[src/rtl/ipv4_mac_rewrite_forwarder_macros.svh]
// Assertion macros shared by the forwarder RTL.
// Each macro expands to one labelled concurrent assertion on clk, disabled in reset.
`ifndef IPV4_MAC_REWRITE_FORWARDER_MACROS_SVH
`define IPV4_MAC_REWRITE_FORWARDER_MACROS_SVH

// Antecedent holds: consequent holds in the same cycle.
`define IMRF_ASSERT_SAME(label, ante, cons) \
    label: assert property (@(posedge clk) disable iff (!rst_n) (ante) |-> (cons)) \
        else $error("%m: same-cycle check failed");

// Antecedent holds: consequent holds in the next cycle.
`define IMRF_ASSERT_NEXT(label, ante, cons) \
    label: assert property (@(posedge clk) disable iff (!rst_n) (ante) |=> (cons)) \
        else $error("%m: next-cycle check failed");

`endif

[src/rtl/imrf_pkg.sv]
// Shared constants, codes and control structs for the IPv4 forwarder.
// No dependencies; imported by every module of the block.
package imrf_pkg;

    // Lookup table geometry
    localparam int TABLE_DEPTH = 16;
    localparam int IDX_W       = $clog2(TABLE_DEPTH);

    // Frame byte counter
    localparam int COUNT_W = 7;
    localparam logic [COUNT_W-1:0] COUNT_MAX      = 7'd127;
    localparam logic [COUNT_W-1:0] ETH_HEADER_LEN = 7'd14;
    localparam logic [COUNT_W-1:0] IPV4_MIN_LEN   = 7'd34;

    // Header byte positions
    localparam logic [COUNT_W-1:0] POS_TYPE_HI  = 7'd12;
    localparam logic [COUNT_W-1:0] POS_TYPE_LO  = 7'd13;
    localparam logic [COUNT_W-1:0] POS_IHL      = 7'd14;
    localparam logic [COUNT_W-1:0] POS_DST_HEAD = 7'd30;
    localparam logic [COUNT_W-1:0] POS_DST_TAIL = 7'd33;

    localparam logic [15:0] ETHERTYPE_IPV4 = 16'h0800;

    // Request command codes
    localparam logic CMD_FRAME_BYTE  = 1'b0;
    localparam logic CMD_TABLE_WRITE = 1'b1;

    // Verdict codes
    localparam logic [1:0] VERDICT_DROP     = 2'd0;
    localparam logic [1:0] VERDICT_PASS     = 2'd1;
    localparam logic [1:0] VERDICT_REDIRECT = 2'd2;

    // Controller states
    typedef enum logic [2:0] {
        ST_RECV   = 3'b001,
        ST_CHECK  = 3'b010,
        ST_SEARCH = 3'b100
    } imrf_state_t;

    // Controller to datapath
    typedef struct packed {
        logic       take;         // request accepted this cycle
        logic       search_start; // reset the slot index
        logic       search_step;  // advance the slot index
        logic       load;         // load the result register, clear frame state
        logic       use_slot;     // result takes the current slot's fields
        logic [1:0] verdict;
    } imrf_cmd_t;

    // Datapath to controller
    typedef struct packed {
        logic       lookup;       // frame passed the length and type checks
        logic [1:0] early_verdict;
        logic       match;        // current slot hits
        logic       last_slot;
    } imrf_status_t;

endpackage

[src/rtl/imrf_ctrl.sv]
// Controller of the forwarder: handshakes, end-of-frame check and slot search sequencing.
// Depends on imrf_pkg and the assertion macros header.
`include "ipv4_mac_rewrite_forwarder_macros.svh"

module imrf_ctrl
    import imrf_pkg::*;
(
    input  logic         clk,
    input  logic         rst_n,
    input  logic         req_valid,
    input  logic         command,
    input  logic         last_byte,
    input  logic         result_stall,
    input  imrf_status_t status,
    output logic         req_stall,
    output logic         result_valid,
    output imrf_cmd_t    cmd
);

    imrf_state_t state_reg, state_next;
    logic        out_full_reg, out_full_next;
    logic        req_take;
    logic        frame_end;

    // Requests flow only while receiving and the result slot can take a verdict
    assign req_stall    = (state_reg != ST_RECV) || (out_full_reg && result_stall);
    assign req_take     = req_valid && !req_stall;
    assign frame_end    = req_take && (command == CMD_FRAME_BYTE) && last_byte;
    assign result_valid = out_full_reg;

    // Next state and datapath commands
    always_comb
    begin
        state_next       = state_reg;
        cmd              = '0;
        cmd.take         = req_take;
        cmd.verdict      = VERDICT_PASS;
        case (state_reg)
            ST_RECV:
            begin
                if (frame_end)
                begin
                    state_next = ST_CHECK;
                end
            end
            ST_CHECK:
            begin
                if (status.lookup)
                begin
                    cmd.search_start = 1'b1;
                    state_next       = ST_SEARCH;
                end
                else
                begin
                    cmd.load    = 1'b1;
                    cmd.verdict = status.early_verdict;
                    state_next  = ST_RECV;
                end
            end
            ST_SEARCH:
            begin
                if (status.match)
                begin
                    cmd.load     = 1'b1;
                    cmd.use_slot = 1'b1;
                    cmd.verdict  = VERDICT_REDIRECT;
                    state_next   = ST_RECV;
                end
                else if (status.last_slot)
                begin
                    cmd.load    = 1'b1;
                    cmd.verdict = VERDICT_PASS;
                    state_next  = ST_RECV;
                end
                else
                begin
                    cmd.search_step = 1'b1;
                end
            end
            default:
            begin
                state_next = ST_RECV;
            end
        endcase
    end

    // Result register occupancy
    always_comb
    begin
        out_full_next = out_full_reg;
        if (cmd.load)
        begin
            out_full_next = 1'b1;
        end
        else if (out_full_reg && !result_stall)
        begin
            out_full_next = 1'b0;
        end
    end

    always_ff @(posedge clk or negedge rst_n)
    begin
        if (!rst_n)
        begin
            state_reg    <= ST_RECV;
            out_full_reg <= 1'b0;
        end
        else
        begin
            state_reg    <= state_next;
            out_full_reg <= out_full_next;
        end
    end

    // A verdict is never written over one still waiting
    `IMRF_ASSERT_SAME(a_load_into_empty, cmd.load, !out_full_reg || !result_stall)
    // Last byte of a frame always leads to the length check
    `IMRF_ASSERT_NEXT(a_end_to_check, frame_end, state_reg == ST_CHECK)
    // The check state is always left in the next cycle
    `IMRF_ASSERT_NEXT(a_check_one_cycle, state_reg == ST_CHECK, state_reg != ST_CHECK)
    // A search ends on a hit or on the last slot
    `IMRF_ASSERT_SAME(a_search_exit, (state_reg == ST_SEARCH) && (status.match || status.last_slot),
        cmd.load)

endmodule

[src/rtl/imrf_datapath.sv]
// Datapath of the forwarder: header capture, lookup table, slot compare and result register.
// Depends on imrf_pkg; driven by imrf_ctrl through imrf_cmd_t.
module imrf_datapath
    import imrf_pkg::*;
(
    input  logic         clk,
    input  logic         rst_n,
    input  imrf_cmd_t    cmd,
    input  logic         command,
    input  logic [7:0]   data_byte,
    input  logic [3:0]   entry_index,
    input  logic         entry_valid,
    input  logic [31:0]  key_address,
    input  logic [47:0]  new_source_mac,
    input  logic [47:0]  new_dest_mac,
    input  logic [7:0]   entry_interface,
    output imrf_status_t status,
    output logic [1:0]   verdict,
    output logic [7:0]   out_interface,
    output logic [47:0]  source_mac,
    output logic [47:0]  dest_mac
);

    // Per-frame header state
    logic [COUNT_W-1:0] byte_count_reg, byte_count_next;
    logic [15:0]        ether_type_reg, ether_type_next;
    logic [3:0]         header_words_reg, header_words_next;
    logic [31:0]        dest_address_reg, dest_address_next;

    // Lookup table
    logic [TABLE_DEPTH-1:0] slot_valid_reg;
    logic [31:0]            slot_key_reg       [TABLE_DEPTH];
    logic [47:0]            slot_source_mac_reg[TABLE_DEPTH];
    logic [47:0]            slot_dest_mac_reg  [TABLE_DEPTH];
    logic [7:0]             slot_interface_reg [TABLE_DEPTH];
    logic [IDX_W-1:0]       search_idx_reg, search_idx_next;

    // Result register
    logic [1:0]  verdict_reg;
    logic [7:0]  out_interface_reg;
    logic [47:0] source_mac_reg;
    logic [47:0] dest_mac_reg;

    logic               byte_take;
    logic               table_write;
    logic [IDX_W-1:0]   write_idx;
    logic [COUNT_W-1:0] ihl_len;

    assign byte_take   = cmd.take && (command == CMD_FRAME_BYTE);
    assign table_write = cmd.take && (command == CMD_TABLE_WRITE)
                         && (32'(entry_index) < TABLE_DEPTH);
    assign write_idx   = IDX_W'(entry_index);

    // Header capture by byte position
    always_comb
    begin
        byte_count_next   = byte_count_reg;
        ether_type_next   = ether_type_reg;
        header_words_next = header_words_reg;
        dest_address_next = dest_address_reg;
        if (cmd.load)
        begin
            byte_count_next   = '0;
            ether_type_next   = '0;
            header_words_next = '0;
            dest_address_next = '0;
        end
        else if (byte_take)
        begin
            if ((byte_count_reg == POS_TYPE_HI) || (byte_count_reg == POS_TYPE_LO))
            begin
                ether_type_next = {ether_type_reg[7:0], data_byte};
            end
            else if (byte_count_reg == POS_IHL)
            begin
                header_words_next = data_byte[3:0];
            end
            else if ((byte_count_reg >= POS_DST_HEAD) && (byte_count_reg <= POS_DST_TAIL))
            begin
                dest_address_next = {dest_address_reg[23:0], data_byte};
            end
            if (byte_count_reg < COUNT_MAX)
            begin
                byte_count_next = byte_count_reg + 1'b1;
            end
        end
    end

    // Minimum frame length implied by the IHL field, for the length check
    assign ihl_len = COUNT_W'({header_words_reg, 2'b00}) + ETH_HEADER_LEN;

    // Status: length and type checks, one slot compared per cycle, lowest index first
    always_comb
    begin
        status.match         = slot_valid_reg[search_idx_reg]
                               && (slot_key_reg[search_idx_reg] == dest_address_reg);
        status.last_slot     = (search_idx_reg == IDX_W'(TABLE_DEPTH - 1));
        status.lookup        = 1'b0;
        status.early_verdict = VERDICT_PASS;
        if (byte_count_reg < ETH_HEADER_LEN)
        begin
            status.early_verdict = VERDICT_DROP;
        end
        else if (ether_type_reg != ETHERTYPE_IPV4)
        begin
            status.early_verdict = VERDICT_PASS;
        end
        else if ((byte_count_reg < IPV4_MIN_LEN) || (byte_count_reg < ihl_len))
        begin
            status.early_verdict = VERDICT_DROP;
        end
        else
        begin
            status.lookup = 1'b1;
        end
    end

    always_comb
    begin
        search_idx_next = search_idx_reg;
        if (cmd.search_start)
        begin
            search_idx_next = '0;
        end
        else if (cmd.search_step)
        begin
            search_idx_next = search_idx_reg + 1'b1;
        end
    end

    // Control and header registers
    always_ff @(posedge clk or negedge rst_n)
    begin
        if (!rst_n)
        begin
            byte_count_reg   <= '0;
            ether_type_reg   <= '0;
            header_words_reg <= '0;
            dest_address_reg <= '0;
            search_idx_reg   <= '0;
            slot_valid_reg   <= '0;
        end
        else
        begin
            byte_count_reg   <= byte_count_next;
            ether_type_reg   <= ether_type_next;
            header_words_reg <= header_words_next;
            dest_address_reg <= dest_address_next;
            search_idx_reg   <= search_idx_next;
            if (table_write)
            begin
                slot_valid_reg[write_idx] <= entry_valid;
            end
        end
    end

    // Table entry fields
    always_ff @(posedge clk)
    begin
        if (table_write)
        begin
            slot_key_reg[write_idx]        <= key_address;
            slot_source_mac_reg[write_idx] <= new_source_mac;
            slot_dest_mac_reg[write_idx]   <= new_dest_mac;
            slot_interface_reg[write_idx]  <= entry_interface;
        end
    end

    // Result register
    always_ff @(posedge clk)
    begin
        if (cmd.load)
        begin
            verdict_reg <= cmd.verdict;
            if (cmd.use_slot)
            begin
                out_interface_reg <= slot_interface_reg[search_idx_reg];
                source_mac_reg    <= slot_source_mac_reg[search_idx_reg];
                dest_mac_reg      <= slot_dest_mac_reg[search_idx_reg];
            end
            else
            begin
                out_interface_reg <= '0;
                source_mac_reg    <= '0;
                dest_mac_reg      <= '0;
            end
        end
    end

    assign verdict       = verdict_reg;
    assign out_interface = out_interface_reg;
    assign source_mac    = source_mac_reg;
    assign dest_mac      = dest_mac_reg;

endmodule

[src/rtl/ipv4_mac_rewrite_forwarder.sv]
// Verdict path: the last byte of a frame leads to the length and type check, which registers
// the verdict for frames that it settles and otherwise starts the slot search, which registers
// it on a hit or at the last slot. Throughput: one frame byte or table write per cycle while
// receiving, unless a waiting verdict is held by result_stall; requests stall during each
// check and search, which compares one slot per cycle.
// Reset: asynchronous, active low; clears frame state and all slot valid bits at once.
// Top level of the forwarder; instantiates imrf_ctrl and imrf_datapath, uses imrf_pkg.
module ipv4_mac_rewrite_forwarder
    import imrf_pkg::*;
(
    input  logic        clk,
    input  logic        rst_n,
    // Request channel
    input  logic        req_valid,
    output logic        req_stall,
    input  logic        command,
    input  logic [7:0]  data_byte,
    input  logic        last_byte,
    input  logic [3:0]  entry_index,
    input  logic        entry_valid,
    input  logic [31:0] key_address,
    input  logic [47:0] new_source_mac,
    input  logic [47:0] new_dest_mac,
    input  logic [7:0]  entry_interface,
    // Result channel
    output logic        result_valid,
    input  logic        result_stall,
    output logic [1:0]  verdict,
    output logic [7:0]  out_interface,
    output logic [47:0] source_mac,
    output logic [47:0] dest_mac
);

    imrf_cmd_t    cmd;
    imrf_status_t status;

    imrf_ctrl u_ctrl (
        .clk          (clk),
        .rst_n        (rst_n),
        .req_valid    (req_valid),
        .command      (command),
        .last_byte    (last_byte),
        .result_stall (result_stall),
        .status       (status),
        .req_stall    (req_stall),
        .result_valid (result_valid),
        .cmd          (cmd)
    );

    imrf_datapath u_datapath (
        .clk             (clk),
        .rst_n           (rst_n),
        .cmd             (cmd),
        .command         (command),
        .data_byte       (data_byte),
        .entry_index     (entry_index),
        .entry_valid     (entry_valid),
        .key_address     (key_address),
        .new_source_mac  (new_source_mac),
        .new_dest_mac    (new_dest_mac),
        .entry_interface (entry_interface),
        .status          (status),
        .verdict         (verdict),
        .out_interface   (out_interface),
        .source_mac      (source_mac),
        .dest_mac        (dest_mac)
    );

endmodule

[config.mk]
export PLATFORM = sky130hd
export DESIGN_NAME = ipv4_mac_rewrite_forwarder
export DESIGN_NICKNAME = d
export VERILOG_FILES = /design/src/rtl/imrf_pkg.sv /design/src/rtl/imrf_ctrl.sv /design/src/rtl/imrf_datapath.sv /design/src/rtl/ipv4_mac_rewrite_forwarder.sv
export VERILOG_INCLUDE_DIRS = /design/src /design/src/rtl
export SDC_FILE = /design/constraint.sdc
export NUM_CORES = 2
export LEC_CHECK = 0
export BUFFER_PORTS_ARGS = -buffer_cell sky130_fd_sc_hd__buf_2
export CAP_MARGIN = 40
export CORE_MARGIN = 10
export CORE_UTILIZATION = 45
export DETAILED_ROUTE_END_ITERATION = 7
export GPL_TIMING_DRIVEN = 1
export PLACE_DENSITY = 0.72
export SYNTH_ARGS = -nofsm -noshare
export SYNTH_HDL_FRONTEND = slang
export SYNTH_SLANG_ARGS = --single-unit
[constraint.sdc]
create_clock -name clk -period 15.4 [get_ports clk]
set_input_delay 1.54 -clock clk [delete_from_list [all_inputs] [get_ports clk]]
set_output_delay 1.54 -clock clk [all_outputs]
set_load 0.005 [all_outputs]
* Yosys cells after proc, flatten, opt, wreduce, memory -nomap -nowiden
Memory sizes are Yosys's and may differ from the RTL's. A register that Yosys moved wholly into a read port is not among the register bits.
Index checks and enable logic that the tools add are counted.
** Storage, ports and cells
- Output and inout port bits :: 108
- Memories kept :: 4
- Bits of input ports :: 155
- Logic and storage cells :: 120
- Memory bits (writable) :: 2176
- Register bits :: 85
** Cells by class
- Bitwise gates (word level) :: 1
- Eq/ne operators :: 14
- Add/sub/neg operators :: 3
- Reduce and logical (&&, ||, !) cells :: 29
- Order comparisons :: 9
- Mux-type cells :: 51
** Memories
- u_datapath.slot_dest_mac_reg :: words 16, width 48, read ports 1, clocked after Yosys merged registers in 1, wr ports 1, RTL line imrf_datapath.sv:34 : logic [47:0] slot_dest_mac_reg [TABLE_DEPTH];
- u_datapath.slot_source_mac_reg :: words 16, width 48, read ports 1, clocked after Yosys merged registers in 1, wr ports 1, RTL line imrf_datapath.sv:33 : logic [47:0] slot_source_mac_reg[TABLE_DEPTH];
- u_datapath.slot_key_reg :: words 16, width 32, read ports 1, clocked after Yosys merged registers in 0, wr ports 1, RTL line imrf_datapath.sv:32 : logic [31:0] slot_key_reg [TABLE_DEPTH];
- u_datapath.slot_interface_reg :: words 16, width 8, read ports 1, clocked after Yosys merged registers in 1, wr ports 1, RTL line imrf_datapath.sv:35 : logic [7:0] slot_interface_reg [TABLE_DEPTH];
** Operators with widths (count)
- $mux W32 :: 5
- $mux W16 :: 3
- $eq A32 B32 Y1 :: 1
- $mux W4 :: 6
- $eq A7 B4 Y1 const B :: 3
- $mux W7 :: 3
- $mux W1 :: 20
- $bwmux W16 :: 1
- $ne A16 B12 Y1 const B :: 1
- $reduce_bool A2 Y1 :: 7
- $mux W3 :: 4
- $lt A4 B5 Y1 const B :: 2
- $logic_and A1 B1 Y1 :: 9
- $pmux W3 S3 :: 1
- $mux W2 :: 4
- $add A6 B4 Y7 const B :: 1
- $add A7 B1 Y7 const B :: 1
- $ge A7 B5 Y1 const B :: 1
- $le A7 B6 Y1 const B :: 1
- $lt A7 B4 Y1 const B :: 1
- $lt A7 B6 Y1 const B :: 1
- $lt A7 B7 Y1 :: 1
- $lt A7 B7 Y1 const B :: 1
- $reduce_and A2 Y1 :: 3
- other kinds (19) :: 26

* Logic depth before layout (Yosys ltp)
- Depth after elaboration :: 10
- Gate-level depth with buffers :: 18
- Depth with buffers taken out :: 11

* Modules after synthesis
From an unflattened synthesis, not the netlist that was laid out.
** Second synthesis, totals
- Cell total of the unflattened synthesis :: 3830
- Area, all modules :: 90386.7 um2
** Modules (own cells, without submodules)
- imrf_datapath :: sequential area each 70502.6 um2, area each 90082.6 um2, times used 1, cells each 3798
- imrf_ctrl :: sequential area each 101.3 um2, area each 304.0 um2, times used 1, cells each 32

* Worst setup path after synthesis
OpenSTA, ideal clock, no wires.
- Path type :: input port to flip-flop
- Start point :: input result_stall
- End point :: register u_datapath.slot_valid_reg[8]
- Stages :: 7
- Setup time :: 113 ps
- Required time :: 15287 ps
- Setup slack :: 2505 ps
- Arrival time :: 12782 ps
- Path buffers :: 0
- Cells stage by stage :: nand2_1 > nand4_1 > inv_1 > nand2_1 > or3_1 > nor3_1 > mux2_2
** Between the ends
- Cells in the longest elaborated chain, start to end :: 5
** RTL lines
- from (decl) :: RTL line ipv4_mac_rewrite_forwarder.sv:27 : input logic result_stall,
- $logic_and A1 B1 Y1 :: RTL line imrf_ctrl.sv:26 : assign req_stall = (state_reg != ST_RECV) || (out_full_reg && result_stall);
- $logic_or A1 B1 Y1 :: RTL line imrf_ctrl.sv:26
- $logic_not A1 Y1 :: RTL line imrf_ctrl.sv:27 : assign req_take = req_valid && !req_stall;
- $logic_and A1 B1 Y1 :: RTL line imrf_ctrl.sv:27
- $logic_and A1 B1 Y1 :: RTL line imrf_datapath.sv:50 : assign table_write = cmd.take && (command == CMD_TABLE_WRITE)
- to (signal, indexed assignment) :: RTL line imrf_datapath.sv:152 : slot_valid_reg[write_idx] <= entry_valid;
- to (decl) :: RTL line imrf_datapath.sv:31 : logic [TABLE_DEPTH-1:0] slot_valid_reg;
No other way between the ends.
A chain may end at the register's enable or synchronous reset.

* Worst setup path in the final report
- Start point :: register u_datapath.search_idx_reg[2]
- End point :: register u_datapath.dest_mac_reg[30], in the netlist u_datapath.dest_mac[30] (read register of u_datapath.slot_dest_mac_reg) (enable)
** Between the ends
- Cells in the longest elaborated chain, start to end :: 6
- Elaborated cells on any way between the ends :: 12
- Those cells by class :: 2 x eq/ne; 7 x mux; 2 x reduce/logical; 1 x memory
** RTL lines
- from (decl) :: RTL line imrf_datapath.sv:36 : logic [IDX_W-1:0] search_idx_reg, search_idx_next;
- from (signal assigned) :: RTL line imrf_datapath.sv:149 : search_idx_reg <= search_idx_next;
- $mem_v2 Z16 W32 or $bmux W1 S4 (tied branches)
- $eq A32 B32 Y1 or $mux W1 (tied branches) :: RTL line imrf_datapath.sv:96, imrf_datapath.sv:95
- $logic_and A1 B1 Y1 :: RTL line imrf_datapath.sv:96 : && (slot_key_reg[search_idx_reg] == dest_address_reg);
- $mux W1 :: RTL line imrf_ctrl.sv:62 : if (status.match)
- $mux W1 :: RTL line imrf_ctrl.sv:38 : case (state_reg)
- $logic_not A1 Y1 (no source line)
- to (decl) :: RTL line imrf_datapath.sv:42 : logic [47:0] dest_mac_reg;
Parallel ways exist; a longest one is shown, timed or not. The select of a mux whose other input is x is not followed.

==> run_results.csv <==
group,metric,value,unit
worst_setup_path,path_delay_family,"simple AND/OR/NAND/NOR gates",
routing,dr.first_iter.drc_count,5449,
status,status,"complete, but fails checks",
floorplanning,start_util,0.4536,
routing,drt-pass1-iter-count,8,
worst_setup_path,r2r-end,"u_datapath.dest_mac[30]$_SDFFCE_PN0P_",
layout,fin_nets,4527,
clock_tree,cts.repair.resized,0,
logic_synthesis,synthMostInstantiatedCell,"edfxtp_1",
global_route,grt_pass1_vias,44240,
logic_synthesis,synthCells,3971,
logic_synthesis,yosys.area.top_type_share,0.7543,
worst_setup_path,setup.worst_path.end,"u_datapath.dest_mac[30]$_SDFFCE_PN0P_",
logic_synthesis,ys_seq_area_frac,0.7772,
timing,hold_viol,0,
routing,drtAntennaViolNets,0,
clock_tree,cts_hold_buffers,0,
logic_synthesis,yosysTopAreaCell,"edfxtp_1",
logic_synthesis,synthesis.area,90850,um2
pwr,max-vdd-ir-drop,0.1055,mV
global_route,grt_start_max_net_pins,132,
logic_synthesis,netlist_top_cells_area,"edfxtp_1 75%, mux4_2 15%, dfrtp_1 2.3%",
worst_setup_path,critical-path-slowest-cell,"dfrtp_4",
worst_setup_path,regToRegSetupSlack,8760,ps
pwr,power_density,123.9,nW/um2
timing,tightestPinTransition,1254,ps
global_route,grt_pass1_wl,318.4,mm
min_path,hold_class,"reg2reg",
layout,finalCoreUtilization,0.5166,
timing,finalCritPeriodShare,0.4311,
status,violations,"DRC",
floorplanning,chipWidth,469.3,um
worst_setup_path,worstRegToRegCells,10,
run,drv_cap,0,
worst_setup_path,crit_chain,"buf_4 -> or2_0 -> o22ai_1 -> nor4_1 -> o311ai_0 -> or4b_1 -> or4_1 -> or3_1 -> o21ai_4 -> buf_12",
logic_synthesis,synth_common_cells,"2282 x edfxtp_1, 598 x mux4_2, 144 x nand2_1, 119 x clkbuf_1, 110 x nor2b_1",
logic_synthesis,synth-async-reset-ratio,0.03510,
logic_synthesis,syn_avg_cell_area,22.88,um2
logic_synthesis,ys_types,75,
floorplanning,die_y,469.3,um
global_route,grt_overflow,0,
global_route,grt_usage,0.1951,
timing,final.min_clock_period,6638,ps
worst_setup_path,worst_setup_path_end_kind,"flip-flop",
logic_synthesis,ys.flop_type,"edfxtp_1",
worst_setup_path,startpoint,"u_datapath.search_idx_reg[2]$_DFFE_PN0P_",
worst_setup_path,crit_arrival,7100,ps
clock_tree,cts_root_buffer,"clkbuf_16",
floorplanning,row_count,164,
routing,wl,218.8,mm
timing,rsz0062_at_grt,"no",
floorplanning,die_area,220300,um2
clock_tree,cts_tree,"built",
worst_setup_path,critical_path_class,"reg2reg",
clock_tree,clockBufferDepth,3,
routing,vias,43290,
worst_setup_path,cp_num_cells,10,
clock_tree,post_cts_buffers,0,
timing,setup_violations,0,
placed_design,place_hpwl,114.8,mm
logic_synthesis,yosys_warnings,0,
clock_tree,worstSkewPairLatency,880,ps
timing,setup_tns,0,ps
routing,via_per_inst,6.001,
floorplanning,core,200300,um2
layout,area_delta_synth_final,13.87,%
clock_tree,cts.sinks,2365,
placed_design,placed_area,96180,um2
placed_design,numPortBuffers,262,
pwr,cellLeakagePower,32.44,nW
logic_synthesis,synth_seq_cells,2365,
clock_tree,cts_made_buffers,225,
routing,routedWlPerCell,30.33,um
clock_tree,clk_pin_slew_worst_paths,60,ps
global_route,antenna_found_initial,66,
placed_design,gp_congestion,0.8892,
timing,finalMaxSlewViolations,0,
min_path,holdPathStages,1,
timing,fmax,0.1506,GHz
floorplanning,io_pins,263,
timing,finClkSkew,45.11,ps
worst_setup_path,crit_required,15860,ps
min_path,min_from,"u_datapath.slot_valid_reg[1]$_DFFE_PN0P_",
worst_setup_path,path_max_fanout,99,
clock_tree,htreeDepth,4,
layout,drive_gt1_frac,0.3090,
layout,postLayoutCellArea,103500,um2
worst_setup_path,slowest_delay,1010,ps
worst_setup_path,reg2reg_from,"u_datapath.search_idx_reg[2]$_DFFE_PN0P_",
worst_setup_path,critPathBufInv,2,
worst_setup_path,startpoint_type,"flip-flop",
logic_synthesis,syn_nets,4137,
logic_synthesis,synth_edf_count,2282,
timing,slew_headroom,0.1639,
routing,drcViolationCount,2,
[logic make-up after synthesis]
| group | Yosys count | share of synthesized area |
|---|---|---|
| mux | 752 | 0.1682 |
| buf+inv | 221 | 0.01143 |
| compound gates | 182 | 0.01544 |
| flops | 2365 | 0.7772 |
| xor+xnor | 42 | 0.004049 |
| simple gates | 398 | 0.02223 |
| fa+ha+maj | 11 | 0.001515 |
[power breakdown]
group | internal, W | leakage (nW) | switching (W)
Sequential | 0.00712 | 21.9 | 0.0000444
Combinational | 0.0000809 | 6.99 | 0.000172
Clock | 0.00302 | 3.51 | 0.00239
[cells in the final DEF (no fill, tap or decap), drive strengths merged, types with 4 or more instances in the layout]
cell,n
a21o,6
clkbuf,278
clkinvlp,9
dfrtp,82
mux2,47
nand2b,8
bufinv,17
o2111ai,7
mux4,611
o211ai,6
a221oi,7
o22ai,22
a32oi,5
diode,11
mux2i,94
nand4,10
o21ai,16
nor2b,110
nand3,13
ha,11
inv,32
and3,9
nor2,50
nor4,9
nand2,144
xor2,23
nor3,13
clkinv,98
buf,363
and2,5
edfxtp,2282
xnor2,19
or3,8
a22oi,18
nor4b,4
a211oi,4
a31oi,5
a21oi,62
[worst min path at each step]
stage	endpoint	slack, ps
floorplan	u_datapath.slot_valid_reg[1]$_DFFE_PN0P_	470
global placement	u_datapath.slot_valid_reg[2]$_DFFE_PN0P_	480
detailed placement	u_datapath.slot_valid_reg[2]$_DFFE_PN0P_	490
CTS	u_datapath.dest_address_reg[13]$_DFFE_PN0P_	460
global route	u_datapath.dest_address_reg[21]$_DFFE_PN0P_	490
finish	u_datapath.slot_valid_reg[1]$_DFFE_PN0P_	510
[worst reg2reg max path: stages (launching register included)]
cell and delay, ps:
dfrtp_4 1010, buf_4 880, or2_0 580, o22ai_1 170
nor4_1 380, o311ai_0 340, or4b_1 600, or4_1 470
or3_1 570, o21ai_4 420, buf_12 640
[routing by layer]
metal | track usage | routed length, um | vias to the layer above
li1 | - | - | 17500
met1 | 0.2702 | 88380 | 23210
met2 | 0.3111 | 105900 | 2111
met3 | 0.04273 | 18020 | 417
met4 | 0.06106 | 6212 | 52
met5 | 0 | 318 | -
[per-stage QoR]
| stage | worst slack (ps) | instances | total power (W) | hold WS (ps) |
|---|---|---|---|---|
| 2_1_floorplan | 2505 | 3971 | 0.007402 | 472.3 |
| 3_3_place_gp | 8555 | 6755 | 0.007529 | 481.8 |
| 3_5_place_dp | 8990 | 6790 | 0.007548 | 494.7 |
| 4_1_cts | 8936 | 7203 | 0.01291 | 457.3 |
| 5_1_grt | 8619 | 7210 | 0.01320 | 489.6 |
| 6_report | 8762 | 7214 | 0.01282 | 510.4 |
[cell type report]
type,count,area (um2)
tap,2656,3323
inverter,21,86.33
multi-input combinational,1385,19320
clock buffer,278,5901
fill,15270,96820
clock inverter,135,1343
timing repair buffer,363,2838
sequential,2365,70620
antenna,11,27.53
Note: power is estimated with default switching activity, not from simulation.
